===== src/design/hsvled_pkg.sv =====
// ----------------------------------------------------------------------------
// hsvled_pkg : shared types and constants for the HSV to RGB LED drive core
// Fixed-point widths, reciprocal constants, sector codes and the stage
// payload structs.
// ----------------------------------------------------------------------------
package hsvled_pkg;

  localparam int HUE_W  = 9;
  localparam int PCT_W  = 7;
  localparam int DRV_W  = 8;
  localparam int FRAC_W = 16;

  localparam int S_W = FRAC_W + 1;  // 0..65536
  localparam int V_W = FRAC_W;      // 0..32768
  localparam int U_W = FRAC_W + 1;  // 0..129979
  localparam int C_W = FRAC_W;      // 0..32768

  localparam logic [HUE_W-1:0] HUE_MAX = HUE_W'(359);
  localparam logic [PCT_W-1:0] PCT_MAX = PCT_W'(100);

  // floor(n*65536/100) = (n*RECIP_PCT) >> 16 for n <= 100
  localparam int RECIP_PCT_W = 26;
  localparam logic [RECIP_PCT_W-1:0] RECIP_PCT = RECIP_PCT_W'(42949673);
  // floor(n*65536/60) = (n*RECIP_HUE) >> 16 for n < 120
  localparam int RECIP_HUE_W = 27;
  localparam logic [RECIP_HUE_W-1:0] RECIP_HUE = RECIP_HUE_W'(71582789);

  localparam int HM_W = 7;  // hue mod 120

  typedef enum logic [2:0] {
    SEC_RED_YEL,
    SEC_YEL_GRN,
    SEC_GRN_CYN,
    SEC_CYN_BLU,
    SEC_BLU_MAG,
    SEC_MAG_RED
  } sector_t;

  typedef struct packed {
    logic [S_W-1:0] s;
    logic [V_W-1:0] v;
    logic [U_W-1:0] u;
    sector_t        sector;
  } prep_t;

  typedef struct packed {
    logic [C_W-1:0] c;
    logic [V_W-1:0] v;
    logic [U_W-1:0] w;
    sector_t        sector;
  } chroma_t;

  typedef struct packed {
    logic [C_W-1:0] c;
    logic [C_W-1:0] x;
    logic [V_W-1:0] m;
    sector_t        sector;
  } comp_t;

  typedef struct packed {
    logic [DRV_W-1:0] blue_drive;
    logic [DRV_W-1:0] green_drive;
    logic [DRV_W-1:0] red_drive;
  } drive_t;

  function automatic logic [S_W-1:0] pct_to_frac(input logic [PCT_W-1:0] pct);
    logic [PCT_W+RECIP_PCT_W-1:0] prod;
    prod = {{RECIP_PCT_W{1'b0}}, pct} * {{PCT_W{1'b0}}, RECIP_PCT};
    return prod[FRAC_W +: S_W];
  endfunction

endpackage


===== src/design/hsvled_prep.sv =====
// ----------------------------------------------------------------------------
// hsvled_prep : input saturation and fraction lookup
// Clamps the inputs, forms s, v, the hue ramp u and the 60-degree sector.
// ----------------------------------------------------------------------------
module hsvled_prep (
  input  logic                          clk,
  input  logic                          rst,
  input  logic                          in_valid,
  output logic                          in_ready,
  input  logic [hsvled_pkg::HUE_W-1:0]  hue_degrees,
  input  logic [hsvled_pkg::PCT_W-1:0]  saturation_pct,
  input  logic [hsvled_pkg::PCT_W-1:0]  value_pct,
  output logic                          out_valid,
  input  logic                          out_ready,
  output hsvled_pkg::prep_t             out_data
);
  import hsvled_pkg::*;

  logic [HUE_W-1:0]                 h;
  logic [PCT_W-1:0]                 sp;
  logic [PCT_W-1:0]                 vp;
  logic [HM_W-1:0]                  hm;
  logic [S_W-1:0]                   v_full;
  logic [HM_W+RECIP_HUE_W-1:0]      u_prod;
  sector_t                          sector;
  prep_t                            data_next;

  assign h  = (hue_degrees > HUE_MAX) ? HUE_MAX : hue_degrees;
  assign sp = (saturation_pct > PCT_MAX) ? PCT_MAX : saturation_pct;
  assign vp = (value_pct > PCT_MAX) ? PCT_MAX : value_pct;

  always_comb begin
    if (h >= HUE_W'(240)) begin
      hm = HM_W'(h - HUE_W'(240));
    end else if (h >= HUE_W'(120)) begin
      hm = HM_W'(h - HUE_W'(120));
    end else begin
      hm = HM_W'(h);
    end
  end

  always_comb begin
    if (h >= HUE_W'(300)) begin
      sector = SEC_MAG_RED;
    end else if (h >= HUE_W'(240)) begin
      sector = SEC_BLU_MAG;
    end else if (h >= HUE_W'(180)) begin
      sector = SEC_CYN_BLU;
    end else if (h >= HUE_W'(120)) begin
      sector = SEC_GRN_CYN;
    end else if (h >= HUE_W'(60)) begin
      sector = SEC_YEL_GRN;
    end else begin
      sector = SEC_RED_YEL;
    end
  end

  assign u_prod      = {{RECIP_HUE_W{1'b0}}, hm} * {{HM_W{1'b0}}, RECIP_HUE};
  assign v_full      = pct_to_frac(vp);
  assign data_next.s = pct_to_frac(sp);
  // V/200 is the percent fraction halved
  assign data_next.v = v_full[S_W-1:1];
  assign data_next.u = u_prod[FRAC_W +: U_W];
  assign data_next.sector = sector;

  assign in_ready = !out_valid || out_ready;

  always_ff @(posedge clk) begin
    if (rst) begin
      out_valid <= 1'b0;
    end else if (in_ready) begin
      out_valid <= in_valid;
    end
  end

  always_ff @(posedge clk) begin
    if (in_valid && in_ready) begin
      out_data <= data_next;
    end
  end

endmodule


===== src/design/hsvled_chroma.sv =====
// ----------------------------------------------------------------------------
// hsvled_chroma : chroma product and hue weight
// C = s*v, and the triangle weight 1-|u-1| from the hue ramp.
// ----------------------------------------------------------------------------
module hsvled_chroma (
  input  logic                clk,
  input  logic                rst,
  input  logic                in_valid,
  output logic                in_ready,
  input  hsvled_pkg::prep_t   in_data,
  output logic                out_valid,
  input  logic                out_ready,
  output hsvled_pkg::chroma_t out_data
);
  import hsvled_pkg::*;

  logic [S_W+V_W-1:0] sv_prod;
  chroma_t            data_next;

  assign sv_prod = {{V_W{1'b0}}, in_data.s} * {{S_W{1'b0}}, in_data.v};

  always_comb begin
    data_next.c      = sv_prod[FRAC_W +: C_W];
    data_next.v      = in_data.v;
    data_next.sector = in_data.sector;
    if (in_data.u[U_W-1]) begin
      data_next.w = U_W'((U_W+1)'(2) * (U_W+1)'(1 << FRAC_W) - (U_W+1)'(in_data.u));
    end else begin
      data_next.w = in_data.u;
    end
  end

  assign in_ready = !out_valid || out_ready;

  always_ff @(posedge clk) begin
    if (rst) begin
      out_valid <= 1'b0;
    end else if (in_ready) begin
      out_valid <= in_valid;
    end
  end

  always_ff @(posedge clk) begin
    if (in_valid && in_ready) begin
      out_data <= data_next;
    end
  end

endmodule


===== src/design/hsvled_second.sv =====
// ----------------------------------------------------------------------------
// hsvled_second : second component and offset
// X = C*w, m = v-C.
// ----------------------------------------------------------------------------
module hsvled_second (
  input  logic                clk,
  input  logic                rst,
  input  logic                in_valid,
  output logic                in_ready,
  input  hsvled_pkg::chroma_t in_data,
  output logic                out_valid,
  input  logic                out_ready,
  output hsvled_pkg::comp_t   out_data
);
  import hsvled_pkg::*;

  logic [C_W+U_W-1:0] cw_prod;
  comp_t              data_next;

  assign cw_prod = {{U_W{1'b0}}, in_data.c} * {{C_W{1'b0}}, in_data.w};

  assign data_next.c      = in_data.c;
  assign data_next.x      = cw_prod[FRAC_W +: C_W];
  assign data_next.m      = in_data.v - in_data.c;
  assign data_next.sector = in_data.sector;

  assign in_ready = !out_valid || out_ready;

  always_ff @(posedge clk) begin
    if (rst) begin
      out_valid <= 1'b0;
    end else if (in_ready) begin
      out_valid <= in_valid;
    end
  end

  always_ff @(posedge clk) begin
    if (in_valid && in_ready) begin
      out_data <= data_next;
    end
  end

endmodule


===== src/design/hsvled_mix.sv =====
// ----------------------------------------------------------------------------
// hsvled_mix : channel placement and drive levels
// Places C and X by sector, adds m, scales by 255 and inverts for the
// active-low drivers. Holds the output register.
// ----------------------------------------------------------------------------
module hsvled_mix (
  input  logic              clk,
  input  logic              rst,
  input  logic              in_valid,
  output logic              in_ready,
  input  hsvled_pkg::comp_t in_data,
  output logic              out_valid,
  input  logic              out_ready,
  output hsvled_pkg::drive_t out_data
);
  import hsvled_pkg::*;

  localparam int LVL_PROD_W = V_W + DRV_W;

  logic [C_W-1:0] r;
  logic [C_W-1:0] g;
  logic [C_W-1:0] b;
  drive_t         data_next;

  function automatic logic [DRV_W-1:0] drive_of(input logic [V_W-1:0] lvl);
    logic [LVL_PROD_W-1:0] prod;
    // lvl*255 as lvl*256 - lvl
    prod = {lvl, {DRV_W{1'b0}}} - LVL_PROD_W'(lvl);
    return DRV_W'(255) - prod[FRAC_W +: DRV_W];
  endfunction

  always_comb begin
    case (in_data.sector)
      SEC_RED_YEL: begin r = in_data.c; g = in_data.x; b = '0;        end
      SEC_YEL_GRN: begin r = in_data.x; g = in_data.c; b = '0;        end
      SEC_GRN_CYN: begin r = '0;        g = in_data.c; b = in_data.x; end
      SEC_CYN_BLU: begin r = '0;        g = in_data.x; b = in_data.c; end
      SEC_BLU_MAG: begin r = in_data.x; g = '0;        b = in_data.c; end
      default:     begin r = in_data.c; g = '0;        b = in_data.x; end
    endcase
  end

  assign data_next.red_drive   = drive_of(r + in_data.m);
  assign data_next.green_drive = drive_of(g + in_data.m);
  assign data_next.blue_drive  = drive_of(b + in_data.m);

  assign in_ready = !out_valid || out_ready;

  always_ff @(posedge clk) begin
    if (rst) begin
      out_valid <= 1'b0;
    end else if (in_ready) begin
      out_valid <= in_valid;
    end
  end

  always_ff @(posedge clk) begin
    if (in_valid && in_ready) begin
      out_data <= data_next;
    end
  end

endmodule


===== src/design/hsv_to_rgb_led_drive_core.sv =====
// ----------------------------------------------------------------------------
// hsv_to_rgb_led_drive_core : HSV colour to active-low RGB PWM duties
//
//   bus      dir  beat
//   s_axis   in   one HSV colour (hue, saturation, value)
//   m_axis   out  three active-low duty bytes (red, green, blue)
//
// One colour per clock while m_axis is not stalled; four register stages
// (prepare, chroma multiply, second-component multiply, mix).
// Each stage holds its own valid bit and stalls only when full and blocked,
// so bubbles close up behind a stalled output.
// Reset clears the valid bits; the datapath registers are not reset.
// ----------------------------------------------------------------------------
module hsv_to_rgb_led_drive_core (
  input  logic        clk,
  input  logic        rst,
  input  logic        s_axis_tvalid,
  output logic        s_axis_tready,
  input  logic [23:0] s_axis_tdata,   // hue_degrees[8:0], saturation_pct[15:9],
                                      // value_pct[22:16], zero[23]
  output logic        m_axis_tvalid,
  input  logic        m_axis_tready,
  output logic [23:0] m_axis_tdata    // red_drive[7:0], green_drive[15:8],
                                      // blue_drive[23:16]
);
  import hsvled_pkg::*;

  logic    prep_valid;
  logic    prep_ready;
  prep_t   prep_data;
  logic    chroma_valid;
  logic    chroma_ready;
  chroma_t chroma_data;
  logic    comp_valid;
  logic    comp_ready;
  comp_t   comp_data;
  drive_t  drive_data;

  hsvled_prep u_prep (
    .clk            (clk),
    .rst            (rst),
    .in_valid       (s_axis_tvalid),
    .in_ready       (s_axis_tready),
    .hue_degrees    (s_axis_tdata[HUE_W-1:0]),
    .saturation_pct (s_axis_tdata[HUE_W +: PCT_W]),
    .value_pct      (s_axis_tdata[HUE_W+PCT_W +: PCT_W]),
    .out_valid      (prep_valid),
    .out_ready      (prep_ready),
    .out_data       (prep_data)
  );

  hsvled_chroma u_chroma (
    .clk       (clk),
    .rst       (rst),
    .in_valid  (prep_valid),
    .in_ready  (prep_ready),
    .in_data   (prep_data),
    .out_valid (chroma_valid),
    .out_ready (chroma_ready),
    .out_data  (chroma_data)
  );

  hsvled_second u_second (
    .clk       (clk),
    .rst       (rst),
    .in_valid  (chroma_valid),
    .in_ready  (chroma_ready),
    .in_data   (chroma_data),
    .out_valid (comp_valid),
    .out_ready (comp_ready),
    .out_data  (comp_data)
  );

  hsvled_mix u_mix (
    .clk       (clk),
    .rst       (rst),
    .in_valid  (comp_valid),
    .in_ready  (comp_ready),
    .in_data   (comp_data),
    .out_valid (m_axis_tvalid),
    .out_ready (m_axis_tready),
    .out_data  (drive_data)
  );

  assign m_axis_tdata = drive_data;

endmodule


===== config.mk =====
export PLATFORM = sky130hd
export DESIGN_NAME = hsv_to_rgb_led_drive_core
export DESIGN_NICKNAME = d
export VERILOG_FILES = /design/src/design/hsvled_pkg.sv /design/src/design/hsvled_prep.sv /design/src/design/hsvled_chroma.sv /design/src/design/hsvled_second.sv /design/src/design/hsvled_mix.sv /design/src/design/hsv_to_rgb_led_drive_core.sv
export SDC_FILE = /design/constraint.sdc
export NUM_CORES = 2
export LEC_CHECK = 0
export ABC_AREA = 1
export ABC_CLOCK_PERIOD_IN_PS = 6460
export BUFFER_PORTS_ARGS = -buffer_cell sky130_fd_sc_hd__buf_2
export CAP_MARGIN = 15
export CORE_UTILIZATION = 28
export CTS_CLUSTER_DIAMETER = 100
export DETAILED_ROUTE_END_ITERATION = 7
export PLACE_DENSITY = 0.4
export SKIP_CTS_REPAIR_TIMING = 1
export SLEW_MARGIN = 5
export SYNTH_ARGS = -nofsm -noshare
export SYNTH_HDL_FRONTEND = slang
export SYNTH_SLANG_ARGS = --single-unit
export TNS_END_PERCENT = 30

===== constraint.sdc =====
create_clock -name clk -period 6.46 [get_ports clk]
set_input_delay 1.292 -clock clk [delete_from_list [all_inputs] [get_ports clk]]
set_output_delay 1.292 -clock clk [all_outputs]
set_load 0.02 [all_outputs]

==> results.toml <==
[grt]
grt_overflow_total = 0
antenna_found_initial = 1
grt_max_degree = 53
track_usage_pct = 16.5
grt_pass1_wl_mm = 171
grt_pass1_vias = 31000

[logic_synthesis]
ys.warnings.count = 0
synthCells = 4866
synthDistinctLibCells = 50
seq_area_frac_synth_pct = 14.8
synthTopCellsByArea = "fa_1 26%, ha_1 16%, edfxtp_1 15%"
synth_top_area_share_pct = 25.6
syn_area_um2 = 36800
synthArstFlopShare_pct = 0
synth-seq-cells = 183
synth.avg_cell_area_um2 = 7.56
yosysTopAreaCell = "fa_1"
syn_nets = 5828
synth_edf_count = 179
synth_ff_type = "edfxtp_1"

[placed_design]
dp_hpwl_mm = 91.5
portBuffers = 52
routabilityCongestion = 0.883

[sta]
setup_violations = 0
report.final.slew_viol_count = 0
max_freq_mhz = 165
setup_tns_ps = 0
rsz0062_at_grt = "false"
finalCritPeriodShare_pct = 94.0
tightest_slew_ps = 950
relSlewSlack_pct = 36.7
clock-skew-final_ps = 26.0
period_minus_slack_ps = 6070
hold_viol = 0

[detailed_routing]
drtPass1Iterations = 6
drt_iter0_drc = 1684
route.detailed.drc = 0
via_per_inst = 4.47
wl_mm = 107
antenna_left = 0
wl_per_cell_um = 16.0
num_vias = 29800

[clock_network]
clkSinkCount = 183
clock_tree.root_cell = "clkbuf_16"
path_clk_slew_ps = 80
cts_tree = "built"
cts_buffer_depth = 2
numCtsBuffers = 17
clk_latency_ps = 520
htreeDepth = 4

[final_layout]
drive_gt1_share_pct = 4.73
n_antenna_cell = 0
n_fill_cell = 14200
area_growth_pct = 9.62
final_net_count = 5878

[setup_path]
path_class = "register to register"
start_kind = "register"
arrival_ps = 6330
cp-end-kind = "register"
r2r_slack_ps = 390
cp_max_fo = 7
cp.required_ps = 6720

[run_status]
status = "completed"

[floorplanning]
start_util_pct = 28.3
ioPinCount = 54
core_um2 = 130000
fp.dieW_um = 364
die_h_um = 364
die_area_um2 = 133000
rows = 132

[flow_run]
max-cap-violations = 0

[min_path]
min_path_type = "register to register"
==> worst paths after layout <==
check                                   start                         endpoint  depth (start not counted)
max             u_prep.out_data[43]$_DFFE_PP_  u_chroma.out_data[47]$_DFFE_PP_                         22
min          u_prep.out_data[0]$_SDFFCE_PP1P_   u_chroma.out_data[0]$_DFFE_PP_                          0
max reg2reg     u_prep.out_data[43]$_DFFE_PP_  u_chroma.out_data[47]$_DFFE_PP_                         22
min reg2reg  u_prep.out_data[0]$_SDFFCE_PP1P_   u_chroma.out_data[0]$_DFFE_PP_                          0
==> through the flow <==
step	setup slack (ps)	std cells	instance area, um^2	hold slack (ps)	utilization (%)
2_1_floorplan	864	4866	36800	400	-
3_3_place_gp	201	6634	39600	447	30.5
5_1_grt	17.1	6671	40300	490	31.0
3_5_place_dp	241	6634	39600	455	30.5
6_report	389	6671	40300	472	31.0
4_1_cts	320	6666	40300	475	31.0
==> state kept, by name, indices dropped and copies added (netlist names) <==
name,cells
u_chroma.out_data,52
u_chroma.out_valid,1
u_mix.out_data,24
u_mix.out_valid,1
u_prep.out_data,52
u_prep.out_valid,1
u_second.out_data,51
u_second.out_valid,1
==> cell usage in the layout (no fill, tap or decap), types with 48 or more instances in the layout <==
cell / count
ha_1: 463
nand2_1: 1211
nor2_1: 273
a21oi_1: 216
buf_4: 117
buf_2: 52
inv_1: 1231
edfxtp_1: 179
o22ai_1: 48
nand3_1: 151
o21ai_0: 120
fa_1: 471
xor2_1: 84
==> cell usage after synthesis, drive strengths merged, types with 6 or more instances <==
master	count
a21boi	6
a31oi	23
o211ai	9
o21a	10
o22ai	48
inv	1233
nand2	1215
nor4	12
edfxtp	179
ha	463
nand4	44
fa	471
nand3	153
a21oi	218
o21bai	11
o21ai	126
nand3b	13
clkbuf	139
nor3	39
xor2	84
xnor2	28
nor2	277
a21o	21
==> kinds of logic after synthesis <==
family | Yosys count | synth area share (%)
flops | 183 | 14.8
simple gates | 1766 | 19.4
fa+ha+maj | 934 | 41.4
xor+xnor | 112 | 2.67
buf+inv | 1377 | 14.1
compound gates | 494 | 7.65
==> area by class of cell <==
| class | instances | area [um^2] | area share [%] |
|---|---|---|---|
| Multi-Input combinational cell | 3306 | 26100 | 64.9 |
| Timing Repair Buffer | 175 | 1260 | 3.12 |
| Sequential cell | 183 | 5460 | 13.5 |
| Tap cell | 1742 | 2180 | 5.41 |
| Clock buffer | 17 | 425 | 1.06 |
| Clock inverter | 15 | 218 | 0.540 |
| Inverter | 1233 | 4630 | 11.5 |
==> layer usage <==
layer | part of all wire, % | routed length (um) | vias to the layer above | global-route usage, %
met2 | 49 | 52200 | 362 | 29.1
met3 | 2.4 | 2570 | 96 | 1.80
met1 | 47 | 50200 | 14300 | 21.7
met5 | 0 | 0 | - | 0
met4 | 1.7 | 1770 | 0 | 3.56
li1 | - | - | 15000 | -
==> worst max-delay path, stage by stage (launching register included) <==
cell and delay (ps):
edfxtp_1 630, buf_4 270, nand2_1 60, inv_1 60
fa_1 500, inv_1 60, fa_1 550, inv_1 60
fa_1 510, fa_1 440, fa_1 500, inv_1 50
fa_1 490, inv_1 60, ha_1 360, a21oi_1 200
o21ai_0 160, inv_1 120, o21ai_0 100, a221oi_1 400
nand2_1 100, nand2_1 70, nand2_1 50
Power is left out: the tool's default activity adds up to more than one toggle a clock period on the data nets, which glitch-free logic cannot reach.
